File: src/rtl/cgrt_pkg.sv
// Shared types and constants for the color gradient ramp table.
// Used by every module of the block but cgrt_ram; depends on nothing.
package cgrt_pkg;

  localparam int TABLE_LEVELS = 256;
  localparam int IDX_W        = $clog2(TABLE_LEVELS);
  localparam int LEVEL_W      = 8;
  localparam int COLOR_W      = 8;
  localparam int NUM_CH       = 3;
  localparam int CH_W         = $clog2(NUM_CH);
  localparam int ENTRY_W      = NUM_CH * COLOR_W;
  localparam int QUEUE_DEPTH  = 2;
  localparam int DIV_STEPS    = COLOR_W;

  // Channel slots inside a packed color; red sits in the top byte
  localparam int CH_RED   = 2;
  localparam int CH_GREEN = 1;
  localparam int CH_BLUE  = 0;

  // Function codes of an input item
  localparam logic [1:0] FUNC_ADD     = 2'd0;
  localparam logic [1:0] FUNC_LOOKUP  = 2'd1;
  localparam logic [1:0] FUNC_RESTART = 2'd2;

  typedef logic [COLOR_W-1:0] color_t;
  typedef logic [LEVEL_W-1:0] level_t;
  typedef color_t [NUM_CH-1:0] rgb_t;

  typedef enum logic [1:0] {
    OP_ADD,
    OP_LOOKUP,
    OP_RESTART
  } op_t;

  typedef struct packed {
    logic [1:0] func;
    level_t     level;
    color_t     red_in;
    color_t     green_in;
    color_t     blue_in;
  } cgrt_in_t;

  typedef struct packed {
    color_t red_out;
    color_t green_out;
    color_t blue_out;
  } cgrt_out_t;

  typedef struct packed {
    op_t    op;
    level_t level;
    rgb_t   color;
  } cmd_t;

  typedef struct packed {
    logic clearing;
  } back_stat_t;

  typedef struct packed {
    logic   start;
    color_t dividend;
    color_t divisor;
  } div_req_t;

  typedef struct packed {
    logic   done;
    color_t quotient;
    color_t remainder;
  } div_rsp_t;

  function automatic logic level_in_table(level_t lvl);
    return 32'(lvl) < TABLE_LEVELS;
  endfunction

endpackage

File: src/rtl/cgrt_front.sv
// Front end: accepts input items, decodes the function code, drops unused
// codes and hands commands to the queue. Depends on cgrt_pkg.
module cgrt_front (
  input  logic                 clk,
  input  logic                 rst,
  input  logic                 req_valid,
  output logic                 req_ready,
  input  cgrt_pkg::cgrt_in_t   req,
  input  cgrt_pkg::back_stat_t stat,
  output logic                 cmd_valid,
  output cgrt_pkg::cmd_t       cmd,
  input  logic                 cmd_full
);
  import cgrt_pkg::*;

  logic accept;
  logic push;
  logic known;
  cmd_t cmd_next;

  always_comb begin
    push      = cmd_valid && !cmd_full;
    req_ready = !stat.clearing && (!cmd_valid || push);
    accept    = req_valid && req_ready;

    cmd_next.level = req.level;
    cmd_next.color = {req.red_in, req.green_in, req.blue_in};
    case (req.func)
      FUNC_ADD: begin
        known       = 1'b1;
        cmd_next.op = OP_ADD;
      end
      FUNC_LOOKUP: begin
        known       = 1'b1;
        cmd_next.op = OP_LOOKUP;
      end
      FUNC_RESTART: begin
        known       = 1'b1;
        cmd_next.op = OP_RESTART;
      end
      default: begin
        known       = 1'b0;
        cmd_next.op = OP_ADD;
      end
    endcase
  end

  always_ff @(posedge clk) begin
    if (rst) begin
      cmd_valid <= 1'b0;
    end else if (accept) begin
      // drop unused codes here
      cmd_valid <= known;
    end else if (push) begin
      cmd_valid <= 1'b0;
    end
    if (accept) begin
      cmd <= cmd_next;
    end
  end

endmodule

File: config.mk
export PLATFORM = sky130hd
export DESIGN_NAME = cgrt_front
export DESIGN_NICKNAME = d
export VERILOG_FILES = /design/src/rtl/cgrt_pkg.sv /design/src/rtl/cgrt_front.sv
export SDC_FILE = /design/constraint.sdc
export NUM_CORES = 1
export LEC_CHECK = 0
export ABC_AREA = 1
export BUFFER_PORTS_ARGS = -buffer_cell sky130_fd_sc_hd__buf_2
export CAP_MARGIN = 10
export CORE_MARGIN = 4
export CORE_UTILIZATION = 39
export DETAILED_ROUTE_END_ITERATION = 10
export GPL_TIMING_DRIVEN = 0
export PLACE_DENSITY = 0.85
export SYNTH_ARGS = -nofsm -noshare
export SYNTH_HDL_FRONTEND = slang
export SYNTH_SLANG_ARGS = --single-unit
File: constraint.sdc
create_clock -name clk -period 1.8 [get_ports clk]
set_input_delay 0 -clock clk [delete_from_list [all_inputs] [get_ports clk]]
set_output_delay 0 -clock clk [all_outputs]
set_load 0.01 [all_outputs]
==> results.json <==
{
  "status": "finished, final reports clean",
  "fmax_ghz": 0.600,
  "drc": 0,
  "cap_violations": 0,
  "utilization_pct": 76.9,
  "num_io_pins": 75,
  "place.gp.congestion": 0.694,
  "path_max_fanout": 18,
  "rr_worst_depth": 3,
  "cpPeakStageDelay_ns": 0.71,
  "grtUsageMet2_pct": 31.3,
  "tns_ns": 0,
  "initial_core_util_pct": 42.6,
  "coreArea_sq_um": 2570,
  "yosys_register_bits": 35,
  "top_usage_layer": "met2",
  "drtIter0Drc": 25,
  "setup_viol": 0,
  "ant_nets": 0,
  "diodes": 0,
  "drv_slew": 0,
  "fin_skew_ns": 0.0153,
  "grt_pass1_wl_um": 4580,
  "row_count": 18,
  "worstSetupEndpointType": "register",
  "syn-num-nets": 86,
  "worstPathArrival_ns": 1.70,
  "critical_path_depth": 3,
  "grt-ovfl-total": 0,
  "finalNonFillerCells": 197,
  "yosysTopAreaCell": "edfxtp_1",
  "cts_tree": "yes",
  "place_inst": 152,
  "drive_gt1_share_pct": 50.3,
  "path_class": "register to register",
  "final_cell_mix": "buf_2 (74), dlygate4sd3_1 (37), edfxtp_1 (34)",
  "root_buffer": "clkbuf_4",
  "layout.nets": 205,
  "port_buffers": 74,
  "power_leakage_nw": 0.873,
  "die_x_um": 61.0,
  "avgRoutedWirePerCell_um": 15.7,
  "synthTopCellsByArea": "edfxtp_1 (93%), dfxtp_1 (1.8%), nor2_1 (1.4%), inv_1 (1.0%), a31oi_1 (0.57%)",
  "seq_area_frac_synth_pct": 95.2,
  "firstDrtPassIters": 4,
  "crit_path_start_kind": "register",
  "critPathSlowestCell": "and3_1",
  "insertion_delay_ns": 0.33,
  "grt_pass1_vias": 907,
  "dp_slack_ns": 0.210,
  "wirelength_um": 3100,
  "clk_pin_slew_ns": 0.11,
  "power_density_nw_per_um2": 846,
  "mostFrequentLayoutCell": "buf_2",
  "synth_cell_types": 9,
  "crit_chain": "nand2_2 > and3_1 > buf_16",
  "fin_ws_ns": 0.134,
  "yosys.area.top_type_share_pct": 93.4,
  "numCtsBuffers": 5,
  "fin_crit_sh_pct": 92.6,
  "rsz0062_at_grt": "no",
  "synth_area_sq_um": 1090,
  "groute.layer.met1.usage_pct": 18.0,
  "viasPerCell": 4.59,
  "required_ns": 1.84,
  "ir_drop_v": 0.000807,
  "synth.avg_cell_area_sq_um": 23.3,
  "area_growth_pct": 80.7,
  "fp.dieH_um": 61.0,
  "synth-warning-count": 0,
  "min_path_type": "input port to output pin",
  "die_area_sq_um": 3710,
  "cts_num_sinks": 35,
  "slew_headroom_pct": 43.3,
  "cts.path.max_buffers": 2,
  "syn_inst": 47,
  "finalHoldViolCount": 0,
  "path_delay_family": "simple AND/OR/NAND/NOR gates",
  "grtUsageTotal_pct": 18.7,
  "use_met3_pct": 11.1,
  "dp_hpwl_um": 1750,
  "grt_max_degree": 19,
  "period_needed_ns": 1.67,
  "fin_total_pwr_mw": 1.67,
  "tightest_slew_ns": 0.851,
  "cts_setup_buffers": 0,
  "dr_total_vias": 905,
  "cts_max_level": 2,
  "crit_buf_inv": 1,
  "antenna_found_initial": 0,
  "hold_depth": 3
}
## tightest hold or removal path, delay by kind of cell
kind | cells | cell delay (ns)
simple gates | 1 | 0.04
buf+inv | 2 | 0.23
## cells in the mapped netlist
| master | instances |
|---|---|
| and3_1 | 1 |
| inv_2 | 1 |
| edfxtp_1 | 34 |
| nor2_1 | 4 |
| dfxtp_1 | 1 |
| nand2_2 | 1 |
| nand2_1 | 1 |
| a31oi_1 | 1 |
| inv_1 | 3 |
## state kept, by name, summed over array words and instances, names as in the netlist
register / cells
cmd: 34
cmd_valid: 1
## metrics by stage
| stage | cell area (sq um) | hold WS (ns) |
|---|---|---|
| after floorplan | 1090 | 0.0475 |
| after global placement | 1500 | 0.158 |
| after detailed placement | 1530 | 0.166 |
| after CTS | 1980 | 0.249 |
| after global routing | 1980 | 0.282 |
| final | 1980 | 0.268 |
## logic make-up after synthesis
kind of cell    share of synthesized area [%]
flops                                    95.2
compound gates                          0.572
simple gates                             2.86
buf+inv                                  1.37
## layer usage
| layer | wire length (um) | vias up |
|---|---|---|
| met1 | 1030 | 413 |
| met3 | 422 | 9 |
| met5 | 0 | - |
| li1 | - | 415 |
| met2 | 1570 | 68 |
| met4 | 72 | 0 |
## report_power, final
group	switching, mW	internal, mW	total [mW]
Clock	0.250	0.286	0.535
Combinational	0.0790	0.113	0.192
Sequential	0.00930	0.935	0.944
Total	0.338	1.33	1.67
## final timing paths
kind,from,endpoint,slack (ns)
worst max register to register,cmd_valid$_SDFFE_PP0P_,cmd[26]$_DFFE_PP_,0.13
worst min-delay path,stat,req_ready,0.27
worst max-delay path,cmd_valid$_SDFFE_PP0P_,cmd[26]$_DFFE_PP_,0.13
worst min register to register,cmd_valid$_SDFFE_PP0P_,cmd[32]$_DFFE_PP_,1.15
## layout make-up
| type | instances | area (sq um) |
|---|---|---|
| Fill cell | 158 | 592 |
| Clock inverter | 3 | 38.8 |
| Clock buffer | 5 | 37.5 |
| Timing Repair Buffer | 112 | 768 |
| Tap cell | 30 | 37.5 |
| Inverter | 4 | 15.0 |
| Multi-Input combinational cell | 8 | 37.5 |
| Sequential cell | 35 | 1040 |
## what timing repair did
item	in CTS	in global routing
resized for setup	0	0
hold endpoints to repair	35	0
hold buffers	37	0
setup endpoints to repair	0	0
No activity file was read; power rests on OpenSTA's default activity.
