===== src/rtl/cgrt_pkg.sv =====
// Shared types and constants for the color gradient ramp table.
// Used by every module of the block but cgrt_ram; depends on nothing.
package cgrt_pkg;

  localparam int TABLE_LEVELS = 256;
  localparam int IDX_W        = $clog2(TABLE_LEVELS);
  localparam int LEVEL_W      = 8;
  localparam int COLOR_W      = 8;
  localparam int NUM_CH       = 3;
  localparam int CH_W         = $clog2(NUM_CH);
  localparam int ENTRY_W      = NUM_CH * COLOR_W;
  localparam int QUEUE_DEPTH  = 2;
  localparam int DIV_STEPS    = COLOR_W;

  // Channel slots inside a packed color; red sits in the top byte
  localparam int CH_RED   = 2;
  localparam int CH_GREEN = 1;
  localparam int CH_BLUE  = 0;

  // Function codes of an input item
  localparam logic [1:0] FUNC_ADD     = 2'd0;
  localparam logic [1:0] FUNC_LOOKUP  = 2'd1;
  localparam logic [1:0] FUNC_RESTART = 2'd2;

  typedef logic [COLOR_W-1:0] color_t;
  typedef logic [LEVEL_W-1:0] level_t;
  typedef color_t [NUM_CH-1:0] rgb_t;

  typedef enum logic [1:0] {
    OP_ADD,
    OP_LOOKUP,
    OP_RESTART
  } op_t;

  typedef struct packed {
    logic [1:0] func;
    level_t     level;
    color_t     red_in;
    color_t     green_in;
    color_t     blue_in;
  } cgrt_in_t;

  typedef struct packed {
    color_t red_out;
    color_t green_out;
    color_t blue_out;
  } cgrt_out_t;

  typedef struct packed {
    op_t    op;
    level_t level;
    rgb_t   color;
  } cmd_t;

  typedef struct packed {
    logic clearing;
  } back_stat_t;

  typedef struct packed {
    logic   start;
    color_t dividend;
    color_t divisor;
  } div_req_t;

  typedef struct packed {
    logic   done;
    color_t quotient;
    color_t remainder;
  } div_rsp_t;

  function automatic logic level_in_table(level_t lvl);
    return 32'(lvl) < TABLE_LEVELS;
  endfunction

endpackage


===== src/rtl/cgrt_fifo.sv =====
// Short command queue between the front end and the ramp engine.
// Depends on cgrt_pkg.
module cgrt_fifo (
  input  logic           clk,
  input  logic           rst,
  input  logic           push,
  input  cgrt_pkg::cmd_t push_data,
  output logic           full,
  input  logic           pop,
  output cgrt_pkg::cmd_t pop_data,
  output logic           empty
);
  import cgrt_pkg::*;

  localparam int PTR_W = (QUEUE_DEPTH > 1) ? $clog2(QUEUE_DEPTH) : 1;
  localparam int CNT_W = $clog2(QUEUE_DEPTH + 1);

  cmd_t             mem [QUEUE_DEPTH];
  logic [PTR_W-1:0] wr_ptr;
  logic [PTR_W-1:0] rd_ptr;
  logic [CNT_W-1:0] count;
  logic             do_push;
  logic             do_pop;

  always_comb begin
    full     = count == CNT_W'(QUEUE_DEPTH);
    empty    = count == '0;
    do_push  = push && !full;
    do_pop   = pop && !empty;
    pop_data = mem[rd_ptr];
  end

  always_ff @(posedge clk) begin
    if (rst) begin
      wr_ptr <= '0;
      rd_ptr <= '0;
      count  <= '0;
    end else begin
      if (do_push) begin
        wr_ptr <= (wr_ptr == PTR_W'(QUEUE_DEPTH - 1)) ? '0 : wr_ptr + 1'b1;
      end
      if (do_pop) begin
        rd_ptr <= (rd_ptr == PTR_W'(QUEUE_DEPTH - 1)) ? '0 : rd_ptr + 1'b1;
      end
      case ({do_push, do_pop})
        2'b10:   count <= count + 1'b1;
        2'b01:   count <= count - 1'b1;
        default: count <= count;
      endcase
    end
    if (do_push) begin
      mem[wr_ptr] <= push_data;
    end
  end

endmodule


===== config.mk =====
export PLATFORM = sky130hd
export DESIGN_NAME = cgrt_fifo
export DESIGN_NICKNAME = d
export VERILOG_FILES = /design/src/rtl/cgrt_pkg.sv /design/src/rtl/cgrt_fifo.sv
export SDC_FILE = /design/constraint.sdc
export NUM_CORES = 1
export LEC_CHECK = 0
export BUFFER_PORTS_ARGS = -buffer_cell sky130_fd_sc_hd__buf_4
export CAP_MARGIN = 5
export CELL_PAD_IN_SITES_DETAIL_PLACEMENT = 0
export CELL_PAD_IN_SITES_GLOBAL_PLACEMENT = 1
export CORE_UTILIZATION = 25
export CTS_BUF_LIST = sky130_fd_sc_hd__clkbuf_4
export CTS_CLUSTER_DIAMETER = 150
export CTS_CLUSTER_SIZE = 12
export DETAILED_ROUTE_END_ITERATION = 8
export GPL_TIMING_DRIVEN = 0
export PLACE_DENSITY = 0.59
export SLEW_MARGIN = 20
export SYNTH_ARGS = -nofsm -noshare
export SYNTH_HDL_FRONTEND = slang
export SYNTH_SLANG_ARGS = --single-unit

===== constraint.sdc =====
create_clock -name clk -period 1.89 [get_ports clk]
set_input_delay 0 -clock clk [delete_from_list [all_inputs] [get_ports clk]]
set_output_delay 0 -clock clk [all_outputs]
set_load 0.05 [all_outputs]

==> qor.yml, run 1 <==
htreeDepth: 3
start_kind: "flop"
crit_path_cell_trace: "buf_2 -> clkbuf_4 -> mux2_1 -> buf_4"
cts_sinks: 73
synthesis.area_sq_mm: 0.002669
min_path_type: "in -> reg"
endpoint_kind: "output pin"
drt_iter0_markers: 35
p_clk_frac: 0.194
die_h_um: 105.3
critPathKind: "reg -> out"
synth_edf_count: 68
antenna_cells: 0
synthFlopType: "edfxtp_1"
finalHoldViolations: 0
skew_ns: 0.01476
crit_fanout: 10
min_delay_path_depth: 5
synthCells: 132
combinationalPowerShare: 0.425
grt_max_degree: 21
worst_ep_required_time_ns: 1.89
pin_count: 74
synth_nets: 171
dieArea_sq_mm: 0.01109
ctsRootBufferMaster: "clkbuf_4"
maxCapViolCount: 0
antenna_left: 0
holdCritStartpoint: "push"
dieWidth_um: 105.3
rsz0062_at_grt: "false"
grt_use_total: 0.1003
ys_top_cells_by_area: "edfxtp_1 77%, mux2_2 8.0%, mux2_1 6.3%, dfxtp_1 3.8%, buf_2 0.75%"
place_ws_ns: -0.1613
reg2reg_from: "count[0]$_SDFFE_PP0P_"
rows: 37
vias_per_cell: 3.985
path_buf_inv: 3
max_stage_delay_ns: 0.35
ff2ff_path_depth: 5
intPower_mw: 3.412
coreArea_sq_mm: 0.01032
min_period_ns: 1.727
arrival_ns: 1.73
whs_ns: 0.1310
ys_ff_latch: 73
drive_gt1_frac: 0.4598
power_leakage_nw: 1.492
rr_endpoint: "wr_ptr$_SDFFE_PP0P_"
antenna_found_initial: 0
outcome: "completed"
first_pass_iters: 4
postSynth.asyncResetShare: 0
yosysUniqueCellTypes: 18
critPathTopFamily: "buffers and inverters"
hold_end: "count[0]$_SDFFE_PP0P_"
fmax_mhz: 579.1
setup_viol: 0
p_per_area_mw_per_mm2: 1391
switchingPower_mw: 2.127
start_util: 0.2585
wl_per_cell_um: 12.95
clock_latency_ns: 0.40
clockBufferDepth: 2
place_congestion: 0.6370
num_vias: 1582
dp_hpwl_um: 3129
final.period_utilization: 0.9137
drc_errors: 0
vdd_drop_max_v: 0.0004824
critical-path-slowest-cell: "mux2_1"
n_fill_cell: 1000
grt_pass1_vias: 1702
slew-limit-headroom: 0.7084
cts_buffers: 9
finalSetupTns_ns: 0
postSynthAreaPerCell_sq_um: 20.22
swShare: 0.3840
slew_violations: 0
fin_nets: 296
power_mw: 5.539
synthToLayoutAreaGrowth_pct: 49.18
yosysWarnings: 0
yosysTopAreaCellShare: 0.7651
cts_tree: "yes"
rrSetupSlack_ns: 0.20
max_slew.worst_pin.slew_ns: 0.4365
p_seq_frac: 0.381
grt-ovfl-total: 0
worst_slack_ns: 0.1632
synth_top_cell_by_area: "edfxtp_1"
yosysSeqAreaShare: 0.8026
grt_pass1_wl_um: 8355
port_buffers: 73
wirelength_um: 5142
clk_pin_slew_ns: 0.12
-- metal layers --
layer | vias up | routed length [um] | global-route usage
met2 | 51 | 2605 | 0.1706
li1 | 755 | - | -
met4 | 0 | 90 | 0.05131
met3 | 10 | 259 | 0.02659
met1 | 766 | 2187 | 0.1161
met5 | - | 0 | 0
-- cell usage after synthesis, types with 2 or more instances --
master and count:
nor2_1 4, inv_1 2, dfxtp_1 5, mux2_1 15, edfxtp_1 68, xnor2_1 2
a21oi_1 2, mux2_2 19, or3_1 2, o21ai_0 2, buf_2 4
-- final cells by class --
cell class,count,area (sq um),area share
Tap cell,136,170.2,0.04274
Clock buffer,10,75.07,0.01886
Sequential cell,73,2143,0.5383
Inverter,3,15.01,0.003771
Buffer,4,27.53,0.006914
Timing Repair Buffer,113,960.9,0.2414
Multi-Input combinational cell,52,501.7,0.1260
Clock inverter,5,80.08,0.02011
Timing Repair inverter,1,7.507,0.001886
-- metrics by stage --
step / util / instances / area [sq um]
5_1_grt: 0.3857 / 397 / 3981
4_1_cts: 0.3829 / 395 / 3953
3_5_place_dp: 0.3312 / 342 / 3420
2_1_floorplan: - / 132 / 2673
3_3_place_gp: 0.3284 / 341 / 3391
6_report: 0.3857 / 397 / 3981
-- logic make-up after synthesis --
family / synth area share
XOR/XNOR: 0.009847
AO/OA/AOI/OAI: 0.01032
adder cells (fa/ha/maj): 0.004687
multiplexers: 0.1435
buffers and inverters: 0.01172
flip-flops: 0.8026
AND/OR/NAND/NOR: 0.01734
-- how the worst max path moves through the flow --
stage	depth (start not counted)	startpoint	to	slack (ns)
finish	4	flop	pop_data[11]	0.16
global route	4	flop	pop_data[23]	0.02
CTS	4	count[0]$_SDFFE_PP0P_	mem[0][2]$_DFFE_PP_	0.01
detailed placement	4	count[0]$_SDFFE_PP0P_	mem[0][33]$_DFFE_PP_	-0.16
global placement	2	count[0]$_SDFFE_PP0P_	mem[1][31]$_DFFE_PP_	-0.54
floorplan	2	count[0]$_SDFFE_PP0P_	mem[1][0]$_DFFE_PP_	0.06
-- registers in the layout, indices dropped and copies added, names as in the netlist, named ones only --
signal,count
wr_ptr,1
count,2
rd_ptr,1
mem,68
-- worst register-to-register path, stage by stage, from the launching register on --
cell	delay, ns
dfxtp_2	0.39
nand2b_2	0.15
inv_2	0.04
or3_4	0.37
a21oi_1	0.13
dlygate4sd3_1	0.55
-- cells in the final DEF (no fill, tap or decap) --
master / instances
a21oi_1: 2
and3_2: 1
buf_16: 1
buf_2: 1
buf_4: 75
bufinv_16: 2
clkbuf_4: 13
clkinv_1: 1
clkinvlp_4: 3
dfxtp_1: 4
dfxtp_2: 1
dlygate4sd3_1: 37
edfxtp_1: 68
ha_1: 1
inv_1: 1
inv_2: 1
inv_6: 1
mux2_1: 15
mux2_2: 19
nand2_1: 1
nand2b_2: 1
nor2_1: 4
o21a_1: 1
o21ai_0: 2
or3_1: 1
or3_4: 1
xnor2_1: 2
xor2_1: 1
-- repair_timing --
action,in CTS,in global routing
endpoints found under the hold margin,73,0
endpoints found under the setup margin,34,61
hold buffers,37,0
setup buffers,0,2
gates resized for setup,1,5
cloned,1,0
-- power by group through the flow --
stage / Sequential (mW) / Combinational [mW] / Clock (mW)
after floorplan: 2.13 / 1.61 / 0
after global placement: 2.15 / 2.25 / 0
after detailed placement: 2.16 / 2.28 / 0
after CTS: 2.11 / 2.37 / 1.13
after global routing: 2.14 / 2.49 / 1.18
final: 2.11 / 2.35 / 1.08
Note: power is estimated with default switching activity, not from simulation.
==> run 2, diff against run 1 <==
--- a/config.mk
+++ b/config.mk
@@ -5,10 +5,12 @@
 export SDC_FILE = /design/constraint.sdc
 export NUM_CORES = 1
 export LEC_CHECK = 0
+export ABC_AREA = 1
 export BUFFER_PORTS_ARGS = -buffer_cell sky130_fd_sc_hd__buf_4
 export CAP_MARGIN = 5
 export CELL_PAD_IN_SITES_DETAIL_PLACEMENT = 0
 export CELL_PAD_IN_SITES_GLOBAL_PLACEMENT = 1
+export CORE_MARGIN = 5
 export CORE_UTILIZATION = 25
 export CTS_BUF_LIST = sky130_fd_sc_hd__clkbuf_4
 export CTS_CLUSTER_DIAMETER = 150
==> run 2 against run 1 <==
Synthesized cell count grew 11%. Wire length up 6.5%. Sequential share of layout area down 1.9 points. Area after synthesis is 6.9% higher. Non-clock buffer count fell by 2. Final cell count up 5.0%. Die area increased by 23%. Power fell by 16%. Register-to-register slack improved by 0.02 ns. Combinational power shrank 27%. Fmax grew 3.5%. Setup slack better by 0.058 ns. Largest power group is now registers.
==> qor.yml, run 2 <==
grt_pass1_wl_um: 8342
critical-path-slowest-cell: "nor2_4"
worst_ep_required_time_ns: 1.94
p_per_area_mw_per_mm2: 1126
cts_buffers: 9
vias_per_cell: 3.849
antenna_found_initial: 0
first_pass_iters: 2
num_vias: 1605
drive_gt1_frac: 0.4725
synth_edf_count: 68
min_period_ns: 1.669
switchingPower_mw: 1.598
p_seq_frac: 0.437
grt-ovfl-total: 0
synthCells: 146
rsz0062_at_grt: "false"
grt_use_total: 0.08594
dieArea_sq_mm: 0.01365
yosysWarnings: 0
place_area_sq_mm: 0.003618
rows: 39
combinationalPowerShare: 0.368
antenna_left: 0
fmax_mhz: 599.3
wl_per_cell_um: 13.13
fin_util: 0.3644
postSynth.asyncResetShare: 0
postSynthAreaPerCell_sq_um: 19.55
coreArea_sq_mm: 0.01132
synth.most_common_cell: "edfxtp_1"
start_kind: "flop"
worst_slack_ns: 0.2213
max_slew.worst_pin.slew_ns: 0.5781
grt_max_degree: 19
finalHoldViolations: 0
crit_fanout: 17
start_util: 0.2521
yosysTopAreaCellShare: 0.7155
swShare: 0.3438
ctsRootBufferMaster: "clkbuf_4"
synthToLayoutAreaGrowth_pct: 44.54
synth_top_cell_by_area: "edfxtp_1"
synth_common_cells: "68 x edfxtp_1, 30 x mux2_4, 14 x nor2_1"
maxCapViolCount: 0
skew_ns: 0.01738
port_buffers: 73
drt_iter0_markers: 27
largest_registers: "mem: 68 flops, count: 2 flops"
power_leakage_nw: 1.630
htreeDepth: 3
p_clk_frac: 0.195
largest_register_ffs: 68
slew-limit-headroom: 0.6137
synthesis.area_sq_mm: 0.002854
final.period_utilization: 0.8829
cts_tree: "yes"
max_stage_delay_ns: 0.47
grt_pass1_vias: 1675
setup_viol: 0
wirelength_um: 5476
outcome: "completed"
place_ws_ns: -0.1576
dp_hpwl_um: 3523
intPower_mw: 3.049
ys_top_cells_by_area: "edfxtp_1 72%, mux2_4 16%, dfxtp_1 3.5%, buf_12 2.1%, nor2_1 1.8%"
clockBufferDepth: 2
pin_count: 74
yosysSeqAreaShare: 0.7505
min_path_type: "in -> reg"
synthFlopType: "edfxtp_1"
cts_sinks: 73
drc_errors: 0
ys_ff_latch: 73
power_mw: 4.647
fin_nets: 308
regMostFlops: "mem"
vdd_drop_max_v: 0.0004709
endpoint_kind: "flop"
arrival_ns: 1.72
clk_pin_slew_ns: 0.11
slew_violations: 0
layout_commonest_cell: "buf_4"
critPathKind: "reg -> reg"
yosysUniqueCellTypes: 13
clock_latency_ns: 0.42
synth_nets: 185
n_fill_cell: 1093
die_h_um: 116.8
whs_ns: 0.3029
final_area_sq_mm: 0.004125
place_congestion: 0.6571
crit_path_cell_trace: "nor2_2 -> nor2_1 -> inv_1 -> nor2_4"
dieWidth_um: 116.8
layout_common_cells: "73 x buf_4, 68 x edfxtp_1, 37 x dlygate4sd3_1, 30 x mux2_4, 12 x nor2_1"
run 2: per-layer routing:
metal	global-route usage	part of all wire	vias to the layer above	routed length (um)
li1	-	-	789	-
met1	0.09455	0.40	763	2213
met2	0.1426	0.51	42	2786
met3	0.02674	0.058	11	317
met4	0.05734	0.029	0	159
met5	0	0	-	0
run 2: layout make-up:
class,instances,area [sq um],area share
Clock inverter,5,47.55,0.01153
Clock buffer,10,75.07,0.01820
Sequential cell,73,2142,0.5193
Multi-Input combinational cell,61,628.1,0.1523
Inverter,9,33.78,0.008189
Tap cell,143,178.9,0.04337
Antenna cell,1,2.502,0.0006066
Timing Repair Buffer,111,945.9,0.2293
Buffer,4,71.32,0.01729
run 2: kinds of logic (layout without fill, tap and decap cells):
group | Yosys count | in the layout | share of synthesized area
muxes | 34 | 34 | 0.1736
adders and majority gates | 1 | 1 | 0.004383
DFF | 73 | 73 | 0.7505
AOI/OAI and AO/OA | 2 | 2 | 0.003504
buffers and inverters | 13 | 139 | 0.03683
other | 0 | 1 | 0
and+or+nand+nor | 23 | 24 | 0.03113
run 2: power by group through the flow:
stage / clock network (mW) / logic [mW] / registers, mW
floorplan: 0 / 1.24 / 2.05
global placement: 0 / 1.65 / 2.06
detailed placement: 0 / 1.67 / 2.07
CTS: 0.959 / 1.75 / 2.03
global route: 1.05 / 1.82 / 2.05
finish: 0.906 / 1.71 / 2.03
run 2: final timing paths:
kind                              start                    to  slack (ns)  cells past startpoint
setup / recovery  count[0]$_SDFFE_PP0P_   mem[0][4]$_DFFE_PP_        0.22                      4
hold / removal            push_data[27]  mem[0][27]$_DFFE_PP_        0.30                      2
setup reg to reg  count[0]$_SDFFE_PP0P_   mem[0][4]$_DFFE_PP_        0.22                      4
hold reg to reg     rd_ptr$_SDFFE_PP0P_                  flop        0.51                      2
run 2: what timing repair did:
item | 4_1_cts | 5_1_grt
endpoints found under the setup margin | 34 | 0
buffers inserted | 0 | 0
gates resized for setup | 1 | 0
hold endpoints to repair | 73 | 0
hold buffers | 37 | 0
run 2: per-stage QoR:
stage                     TNS (ns)  instances
after CTS                        0        416
after floorplan                  0        146
final                            0        417
after detailed placement    -5.270        363
after global placement      -16.36        362
after global routing             0        416
run 2: worst max-delay path, delay by kind of cell, from the launching register on:
family	cells	cell delay, ns
buffers and inverters	1	0.17
flip-flops	1	0.42
AND/OR/NAND/NOR	3	0.70
