$ cat src/rtl/cgrt_pkg.sv
// Shared types and constants for the color gradient ramp table.
// Used by every module of the block but cgrt_ram; depends on nothing.
package cgrt_pkg;

  localparam int TABLE_LEVELS = 256;
  localparam int IDX_W        = $clog2(TABLE_LEVELS);
  localparam int LEVEL_W      = 8;
  localparam int COLOR_W      = 8;
  localparam int NUM_CH       = 3;
  localparam int CH_W         = $clog2(NUM_CH);
  localparam int ENTRY_W      = NUM_CH * COLOR_W;
  localparam int QUEUE_DEPTH  = 2;
  localparam int DIV_STEPS    = COLOR_W;

  // Channel slots inside a packed color; red sits in the top byte
  localparam int CH_RED   = 2;
  localparam int CH_GREEN = 1;
  localparam int CH_BLUE  = 0;

  // Function codes of an input item
  localparam logic [1:0] FUNC_ADD     = 2'd0;
  localparam logic [1:0] FUNC_LOOKUP  = 2'd1;
  localparam logic [1:0] FUNC_RESTART = 2'd2;

  typedef logic [COLOR_W-1:0] color_t;
  typedef logic [LEVEL_W-1:0] level_t;
  typedef color_t [NUM_CH-1:0] rgb_t;

  typedef enum logic [1:0] {
    OP_ADD,
    OP_LOOKUP,
    OP_RESTART
  } op_t;

  typedef struct packed {
    logic [1:0] func;
    level_t     level;
    color_t     red_in;
    color_t     green_in;
    color_t     blue_in;
  } cgrt_in_t;

  typedef struct packed {
    color_t red_out;
    color_t green_out;
    color_t blue_out;
  } cgrt_out_t;

  typedef struct packed {
    op_t    op;
    level_t level;
    rgb_t   color;
  } cmd_t;

  typedef struct packed {
    logic clearing;
  } back_stat_t;

  typedef struct packed {
    logic   start;
    color_t dividend;
    color_t divisor;
  } div_req_t;

  typedef struct packed {
    logic   done;
    color_t quotient;
    color_t remainder;
  } div_rsp_t;

  function automatic logic level_in_table(level_t lvl);
    return 32'(lvl) < TABLE_LEVELS;
  endfunction

endpackage

$ cat src/rtl/cgrt_back.sv
// Ramp engine: clears the palette after reset, runs control points through
// the divider and an incremental interpolator, serves lookups and restarts.
// Depends on cgrt_pkg; drives the palette RAM and the divider.
module cgrt_back (
  input  logic                   clk,
  input  logic                   rst,
  output logic                   pop,
  input  cgrt_pkg::cmd_t         pop_data,
  input  logic                   empty,
  output logic                   ram_we,
  output logic [cgrt_pkg::IDX_W-1:0] ram_waddr,
  output cgrt_pkg::rgb_t         ram_wdata,
  output logic [cgrt_pkg::IDX_W-1:0] ram_raddr,
  input  cgrt_pkg::rgb_t         ram_rdata,
  output cgrt_pkg::div_req_t     dreq,
  input  cgrt_pkg::div_rsp_t     drsp,
  output cgrt_pkg::back_stat_t   stat,
  output logic                   rsp_valid,
  input  logic                   rsp_ready,
  output cgrt_pkg::cgrt_out_t    rsp
);
  import cgrt_pkg::*;

  typedef enum logic [2:0] {
    S_CLEAR,
    S_IDLE,
    S_DIV_GO,
    S_DIV_WAIT,
    S_FILL,
    S_READ
  } state_t;

  state_t           state;
  logic [IDX_W-1:0] clr_addr;
  level_t           anchor_lvl;
  rgb_t             anchor_rgb;
  level_t           tgt_lvl;
  rgb_t             new_rgb;
  color_t           span;
  logic [CH_W-1:0]  ch;
  color_t           dq [NUM_CH];
  color_t           dr [NUM_CH];
  logic [NUM_CH-1:0] neg;
  rgb_t             q;
  color_t           r [NUM_CH];
  level_t           pos;

  logic             neg_ch;
  color_t           abs_ch;
  rgb_t             q_next;
  color_t           r_next [NUM_CH];
  logic [COLOR_W:0] s_pos;
  logic             carry;
  logic             borrow;
  logic             is_add;
  logic             is_lookup;

  // Absolute color difference of the channel under division
  always_comb begin
    neg_ch = new_rgb[ch] < anchor_rgb[ch];
    abs_ch = neg_ch ? anchor_rgb[ch] - new_rgb[ch] : new_rgb[ch] - anchor_rgb[ch];
  end

  // One interpolation step per channel: q + d/span with remainder tracking
  always_comb begin
    for (int c = 0; c < NUM_CH; c++) begin
      s_pos  = {1'b0, r[c]} + {1'b0, dr[c]};
      carry  = s_pos >= {1'b0, span};
      borrow = r[c] < dr[c];
      if (!neg[c]) begin
        r_next[c] = carry ? COLOR_W'(s_pos - {1'b0, span}) : s_pos[COLOR_W-1:0];
        q_next[c] = q[c] + dq[c] + {{(COLOR_W-1){1'b0}}, carry};
      end else begin
        r_next[c] = borrow ? r[c] + span - dr[c] : r[c] - dr[c];
        q_next[c] = q[c] - dq[c] - {{(COLOR_W-1){1'b0}}, borrow};
      end
    end
  end

  always_comb begin
    is_add    = pop_data.op == OP_ADD;
    is_lookup = pop_data.op == OP_LOOKUP;
    pop       = (state == S_IDLE) && !empty && (!is_lookup || !rsp_valid);

    ram_raddr = IDX_W'(pop_data.level);
    case (state)
      S_CLEAR: begin
        ram_we    = 1'b1;
        ram_waddr = clr_addr;
        ram_wdata = '0;
      end
      S_FILL: begin
        ram_we    = level_in_table(pos);
        ram_waddr = IDX_W'(pos);
        ram_wdata = q;
      end
      default: begin
        // a point at the anchor level is written directly
        ram_we    = pop && is_add && (pop_data.level == anchor_lvl)
                    && level_in_table(pop_data.level);
        ram_waddr = IDX_W'(pop_data.level);
        ram_wdata = pop_data.color;
      end
    endcase

    dreq.start    = state == S_DIV_GO;
    dreq.dividend = abs_ch;
    dreq.divisor  = span;

    stat.clearing = state == S_CLEAR;
  end

  always_ff @(posedge clk) begin
    if (rst) begin
      state      <= S_CLEAR;
      clr_addr   <= '0;
      anchor_lvl <= '0;
      anchor_rgb <= '0;
      rsp_valid  <= 1'b0;
    end else begin
      if (rsp_valid && rsp_ready) begin
        rsp_valid <= 1'b0;
      end
      case (state)
        S_CLEAR: begin
          clr_addr <= clr_addr + 1'b1;
          if (clr_addr == IDX_W'(TABLE_LEVELS - 1)) begin
            state <= S_IDLE;
          end
        end
        S_IDLE: begin
          if (pop) begin
            case (pop_data.op)
              OP_ADD: begin
                if (pop_data.level > anchor_lvl) begin
                  tgt_lvl <= pop_data.level;
                  new_rgb <= pop_data.color;
                  span    <= pop_data.level - anchor_lvl;
                  ch      <= CH_W'(NUM_CH - 1);
                  state   <= S_DIV_GO;
                end else begin
                  anchor_lvl <= pop_data.level;
                  anchor_rgb <= pop_data.color;
                end
              end
              OP_LOOKUP: begin
                if (level_in_table(pop_data.level)) begin
                  state <= S_READ;
                end else begin
                  rsp       <= '0;
                  rsp_valid <= 1'b1;
                end
              end
              OP_RESTART: begin
                anchor_lvl <= '0;
                anchor_rgb <= '0;
              end
              default: begin
                state <= S_IDLE;
              end
            endcase
          end
        end
        S_DIV_GO: begin
          neg[ch] <= neg_ch;
          state   <= S_DIV_WAIT;
        end
        S_DIV_WAIT: begin
          if (drsp.done) begin
            dq[ch] <= drsp.quotient;
            dr[ch] <= drsp.remainder;
            if (ch == '0) begin
              pos   <= anchor_lvl;
              q     <= anchor_rgb;
              for (int c = 0; c < NUM_CH; c++) begin
                r[c] <= '0;
              end
              state <= S_FILL;
            end else begin
              ch    <= ch - 1'b1;
              state <= S_DIV_GO;
            end
          end
        end
        S_FILL: begin
          if (pos == tgt_lvl) begin
            anchor_lvl <= tgt_lvl;
            anchor_rgb <= new_rgb;
            state      <= S_IDLE;
          end else begin
            pos <= pos + 1'b1;
            q   <= q_next;
            for (int c = 0; c < NUM_CH; c++) begin
              r[c] <= r_next[c];
            end
          end
        end
        S_READ: begin
          rsp.red_out   <= ram_rdata[CH_RED];
          rsp.green_out <= ram_rdata[CH_GREEN];
          rsp.blue_out  <= ram_rdata[CH_BLUE];
          rsp_valid     <= 1'b1;
          state         <= S_IDLE;
        end
        default: begin
          state <= S_IDLE;
        end
      endcase
    end
  end

endmodule

$ cat config.mk
export PLATFORM = sky130hd
export DESIGN_NAME = cgrt_back
export DESIGN_NICKNAME = d
export VERILOG_FILES = /design/src/rtl/cgrt_pkg.sv /design/src/rtl/cgrt_back.sv
export SDC_FILE = /design/constraint.sdc
export NUM_CORES = 1
export LEC_CHECK = 0
export BUFFER_PORTS_ARGS = -buffer_cell sky130_fd_sc_hd__buf_4
export CORE_MARGIN = 5
export CORE_UTILIZATION = 24
export DETAILED_ROUTE_END_ITERATION = 8
export HOLD_SLACK_MARGIN = 0.02
export PLACE_DENSITY = 0.37
export SLEW_MARGIN = 20
export SYNTH_ARGS = -nofsm -noshare
export SYNTH_HDL_FRONTEND = slang
export SYNTH_SLANG_ARGS = --single-unit
$ cat constraint.sdc
create_clock -name clk -period 10.9 [get_ports clk]
set_clock_uncertainty 0.05 [all_clocks]
set_input_delay 1.09 -clock clk [delete_from_list [all_inputs] [get_ports clk]]
set_output_delay 1.09 -clock clk [all_outputs]
set_load 0.1 [all_outputs]
==> results of run 1 <==
power by group:
| group | switching [W] | total (W) | internal, W |
|---|---|---|---|
| Sequential | 0.00000116 | 0.000891 | 0.000890 |
| Combinational | 0.0000552 | 0.0000861 | 0.0000308 |
| Clock | 0.000421 | 0.00106 | 0.000636 |
kinds of logic after synthesis:
group / share of synthesized area, %
compound gates: 16.2
xor+xnor: 6.69
fa+ha+maj: 17.9
buf+inv: 6.86
flops: 35.2
mux: 3.01
simple gates: 14.2
metal layers:
layer	global-route usage, %	part of all wire [%]	wire length (um)	vias up
li1	-	-	-	6796
met1	19.2	46	26500	6504
met2	24.5	47	26900	237
met3	1.73	3.6	2060	78
met4	4.03	3.0	1710	0
met5	0	0	0	-
flip-flops by register name, indices dropped and copies added, names as in the netlist:
| name | count |
|---|---|
| anchor_lvl | 8 |
| anchor_rgb | 24 |
| ch | 2 |
| clr_addr | 8 |
| dq | 24 |
| dr | 24 |
| neg | 3 |
| new_rgb | 24 |
| pos | 8 |
| q | 24 |
| r | 24 |
| rsp | 24 |
| rsp_valid | 1 |
| span | 8 |
| state | 3 |
| tgt_lvl | 8 |
Yosys cell counts, drive strengths merged (13+ instances only):
| cell | number | area share (%) |
|---|---|---|
| inv | 216 | 4.7 |
| ha | 175 | 13 |
| edfxtp | 173 | 30 |
| nand2 | 164 | 3.6 |
| nor2 | 131 | 2.8 |
| o21ai | 117 | 3.4 |
| a21oi | 111 | 3.2 |
| xnor2 | 100 | 5.1 |
| nand3 | 58 | 1.7 |
| clkbuf | 54 | 1.2 |
| fa | 45 | 5.2 |
| dfxtp | 44 | 5.1 |
| mux2i | 44 | 2.5 |
| a311oi | 35 | 1.8 |
| nand2b | 33 | 1.2 |
| nor3 | 33 | 0.96 |
| xor2 | 32 | 1.6 |
| buf | 31 | 0.99 |
| nor2b | 25 | 0.91 |
| o21a | 25 | 1.1 |
| o21bai | 20 | 0.87 |
| o211ai | 17 | 0.74 |
| a211oi | 16 | 0.78 |
| nand4 | 14 | 0.51 |
| or3 | 13 | 0.51 |
worst max path at each step:
| stage | startpoint | end | slack, ns |
|---|---|---|---|
| 3_5_place_dp | ch[1] | dreq[14] | 5.40 |
| 3_3_place_gp | ch[1] | dreq[14] | 5.48 |
| 6_report | ch[1] | dreq[14] | 4.80 |
| 2_1_floorplan | ch[1] | dreq[14] | 4.55 |
| 5_1_grt | ch[1] | dreq[14] | 4.46 |
| 4_1_cts | ch[1] | dreq[14] | 4.75 |
area by class of cell:
type	instances	area share, %
Multi-Input combinational cell	1350	48.9
Clock inverter	13	0.651
Tap cell	950	5.78
Antenna cell	1	0.0122
Clock buffer	41	4.46
Sequential cell	217	29.6
Timing Repair Buffer	182	6.65
Inverter	216	3.94
metrics by stage:
stage                     utilization (%)  cells
after global routing                 28.8   2969
after CTS                            28.8   2969
final                                28.8   2970
after detailed placement             27.3   2915
after floorplan                         -   1868
after global placement               27.3   2915
tightest hold or removal path: cells and delay by family (launching register included):
kind               cells  cell delay (ns)
AOI/OAI and AO/OA      1             0.05
and+or+nand+nor        1             0.09
DFF                    1             0.31
==> flow_summary.ini, run 1 <==
[worst_setup_path]
cpMostUsedCell = buf_4
r2r_start = r[0][0]
cp.arrival_ns = 4.96
crit_slowest_cell = edfxtp_1
path_class = reg -> out
cp_cell_sequence = nor2_1 -> buf_4 -> nand2_1 -> o21a_1 -> inv_1 -> ha_1 -> fa_1 -> nand2b_1 -> a21oi_1 -> o21ba_1 -> mux2_2 -> a31oi_4 -> o21ai_1 -> a2111oi_2 -> buf_4
reg2reg_to = q[6]
cp_top_family = compound AO/OA/AOI/OAI gates
crit_required_ns = 9.76
worst_setup_path_end_kind = output port
max_stage_delay_ns = 1.00
ff2ff_setup_slack_ns = 5.44
worst-path-max-fanout = 19
critical_path_depth = 15
reg2regPathDepth = 20
crit_buf_inv = 3
worstSetupStartpointType = flip-flop

[finish]
fin_nets = 2295
multi_input_area_um2 = 10100
final_cell_mix = inv_1, buf_4, ha_1
regArea_um2 = 6080
synthToLayoutAreaGrowth_pct = 19.0
final_common_cell = inv_1
fin_area_um2 = 20600
drive_gt1_share_pct = 13.0
fill_cells = 7593

[synthesis]
syn_inst = 1868
yosysWarnings = 0
post_synth.cell_area_avg_um2 = 9.25
synth_edf_count = 173
synthesis.area_um2 = 17300
synth_seq_cells = 217
async_flop_share_pct = 0
synth_cell_types = 81
synth_nets = 2167
synthFlopType = edfxtp_1
ys_seq_area_share_pct = 35.2

[floorplan]
fp.dieW_um = 278
die_y_um = 278
placementRows = 98
start_util_pct = 24.2
io_pins = 164
dieArea_um2 = 77400
fp.coreArea_um2 = 71500

[clock_tree]
cts_tree = done
cts_setup_buffers = 0
clkLatencyLatePin_ns = 0.59
cts_max_level = 1
clock-sinks = 217
cts_hold_buf = 0
cts_buffer_depth = 3
cts.repair.resized = 0
clk_pin_slew_ns = 0.06
cts_root_buf = clkbuf_16
cts_buffers = 29

[grt]
grt_antenna_before_repair = 2
grt_pass1_vias = 14300
grt_first_pass_wirelength_um = 87200
grt-ovfl-total = 0
grt_max_degree = 65
track_usage_pct = 14.3

[hold_path]
worstHoldPathCells = 2
min_path_type = reg -> reg
hold_end = anchor_lvl[4]
min_from = anchor_lvl[4]

[power_and_ir_drop]
power_density_nw_per_um2 = 98.9
total_power_w = 0.00203
leakagePower_nw = 8.28
ir_drop_v = 0.000109

[run_status]
status = finished, final reports clean

[job]
maxCapViolCount = 0

[sta]
drv_slew = 0
slew_headroom_pct = 30.4
period_share_pct = 55.9
whs_ns = 0.448
worstMarginPinSlew_ns = 1.04
fin_crit_ns = 6.10
finalSetupViolCount = 0
worst_slack_ns = 4.80
finalHoldViolCount = 0
rsz0062_at_grt = no
max_freq_mhz = 164
tns_ns = 0

[placement]
place_congestion = 0.795
portBuffers = 163
dpl_cell_area_um2 = 19500
hpwl_um = 43700
place_ws_ns = 5.40

[drt]
drt_iter0_drc = 700
wire_per_inst_um = 19.3
drc = 0
vias_per_cell = 4.58
first_pass_iters = 5
vias = 13600
drt_wl_total_um = 57200
drtAntennaViolNets = 0
No activity file was read; power rests on OpenSTA's default activity.
==> inputs of run 2 (changes only) <==
==> constraint.sdc (replaced) <==
create_clock -name clk -period 6.2 [get_ports clk]
set_clock_uncertainty 0.05 [all_clocks]
set_input_delay 0.62 -clock clk [delete_from_list [all_inputs] [get_ports clk]]
set_output_delay 0.62 -clock clk [all_outputs]
set_load 0.1 [all_outputs]
==> flow_summary.ini, run 2 (synthesis results as in run 1) <==
[grt]
track_usage_pct = 14.4
met2_usage_pct = 25.2
grt_first_pass_wirelength_um = 88000
grt_max_degree = 55
grt-ovfl-total = 0
grt_pass1_vias = 14400
grt_use_met1_pct = 19.4
grt_util_met3_pct = 1.62
grt-busiest-layer = met2
grt_antenna_before_repair = 5

[finish]
utilization_pct = 28.6
drive_gt1_share_pct = 13.0
final_cell_mix = inv_1, buf_4, ha_1
multi_input_area_um2 = 10100
synthToLayoutAreaGrowth_pct = 18.5
fill_cells = 7620
regArea_um2 = 6080
final_common_cell = inv_1
final_cells = 2974
fin_nets = 2299

[power_and_ir_drop]
sw_frac_of_total_pct = 24.7
combinationalPowerShare_pct = 4.5
leakagePower_nw = 8.23
p_int_w = 0.00255
ir_drop_v = 0.000170
seq_power_share_pct = 46.2
p_clk_share_pct = 49.3
power_density_nw_per_um2 = 166
switchingPower_w = 0.000838

[clock_tree]
cts_tree = done
cts_root_buf = clkbuf_16
clkLatencyLatePin_ns = 0.59
cts_hold_buf = 0
clock-sinks = 217
cts_max_level = 1
cts.repair.resized = 0
cts_buffer_depth = 3
cts_setup_buffers = 0
cts_buffers = 30
clk_pin_slew_ns = 0.06

[floorplan]
fp.coreArea_um2 = 71500
dieArea_um2 = 77400
die_y_um = 278
start_util_pct = 24.2
placementRows = 98
fp.dieW_um = 278
io_pins = 164

[drt]
wire_per_inst_um = 19.4
drt_iter0_drc = 765
vias = 13700
vias_per_cell = 4.62
drc = 0
drt_wl_total_um = 57600
drtAntennaViolNets = 0
first_pass_iters = 7

[worst_setup_path]
startpoint = ch[0]
r2r_start = dr[1][0]
path_class = reg -> out
cp.arrival_ns = 4.82
worstSetupStartpointType = flip-flop
crit_required_ns = 5.53
worst_setup_path_end_kind = output port
worst-path-max-fanout = 11

[sta]
max_freq_mhz = 182
drv_slew = 0
rsz0062_at_grt = no
period_share_pct = 88.5
finalHoldViolCount = 0
whs_ns = 0.156
finalSetupViolCount = 0
worstMarginPinSlew_ns = 0.974
tns_ns = 0
slew_headroom_pct = 35.0
fin_crit_ns = 5.49

[placement]
dpl.cell_count = 2918
place_congestion = 0.813
hpwl_um = 43700
portBuffers = 163

[job]
maxCapViolCount = 0

[hold_path]
min_path_type = in -> reg
min_from = ram_rdata[16]

[run_status]
status = finished, final reports clean
==> run 2: area by class of cell <==
| cell class | count | share of cell area, % |
|---|---|---|
| sequential | 217 | 29.7 |
| multi-input combinational | 1350 | 49.2 |
| timing repair buffer | 185 | 6.79 |
| clock buffer | 38 | 4.01 |
| inverter | 216 | 3.96 |
| tap | 950 | 5.81 |
| clock inverter | 17 | 0.544 |
| antenna | 1 | 0.0122 |
==> run 2: stage by stage <==
| stage | total power, W | instance area [um^2] | worst slack, ns |
|---|---|---|---|
| global placement | 0.00175 | 19500 | 0.973 |
| finish | 0.00339 | 20500 | 0.714 |
| global route | 0.00352 | 20500 | 0.374 |
| detailed placement | 0.00175 | 19500 | 0.921 |
| CTS | 0.00345 | 20500 | 0.618 |
| floorplan | 0.00167 | 17300 | 0.317 |
==> run 2: layer usage <==
metal,vias to the layer above,routed length [um]
met3,53,1870
met1,6628,27200
met2,228,27500
li1,6817,-
met4,0,978
met5,-,0
==> run 2: power groups by stage <==
stage,Sequential [W],Clock (W),Combinational (W)
final,0.00157,0.00167,0.000151
after global routing,0.00157,0.00179,0.000163
after CTS,0.00157,0.00173,0.000155
after detailed placement,0.00160,0,0.000154
after global placement,0.00160,0,0.000154
after floorplan,0.00160,0,0.0000723
==> run 2: worst max-delay path, cell delays in order (launching register included) <==
cell and delay (ns):
edfxtp_1 0.34, inv_1 0.08, nor2_1 0.59, buf_4 0.27, nand2_1 0.07, o21a_1 0.12, ha_1 0.21, fa_1 0.39
nand2b_1 0.18, a21oi_1 0.21, o21ba_1 0.46, mux2_2 0.43, a31oi_4 0.19, o21ai_1 0.11, a2111oi_2 0.21, buf_4 0.35
==> run 2: worst paths after layout <==
kind / to / slack (ns) / cells after the start
worst max-delay path: dreq[14] / 0.71 / 15
worst min-delay path: rsp[16] / 0.16 / 1
worst max register to register: q[14] / 0.87 / 20
worst min register to register: anchor_lvl[3] / 0.45 / 2
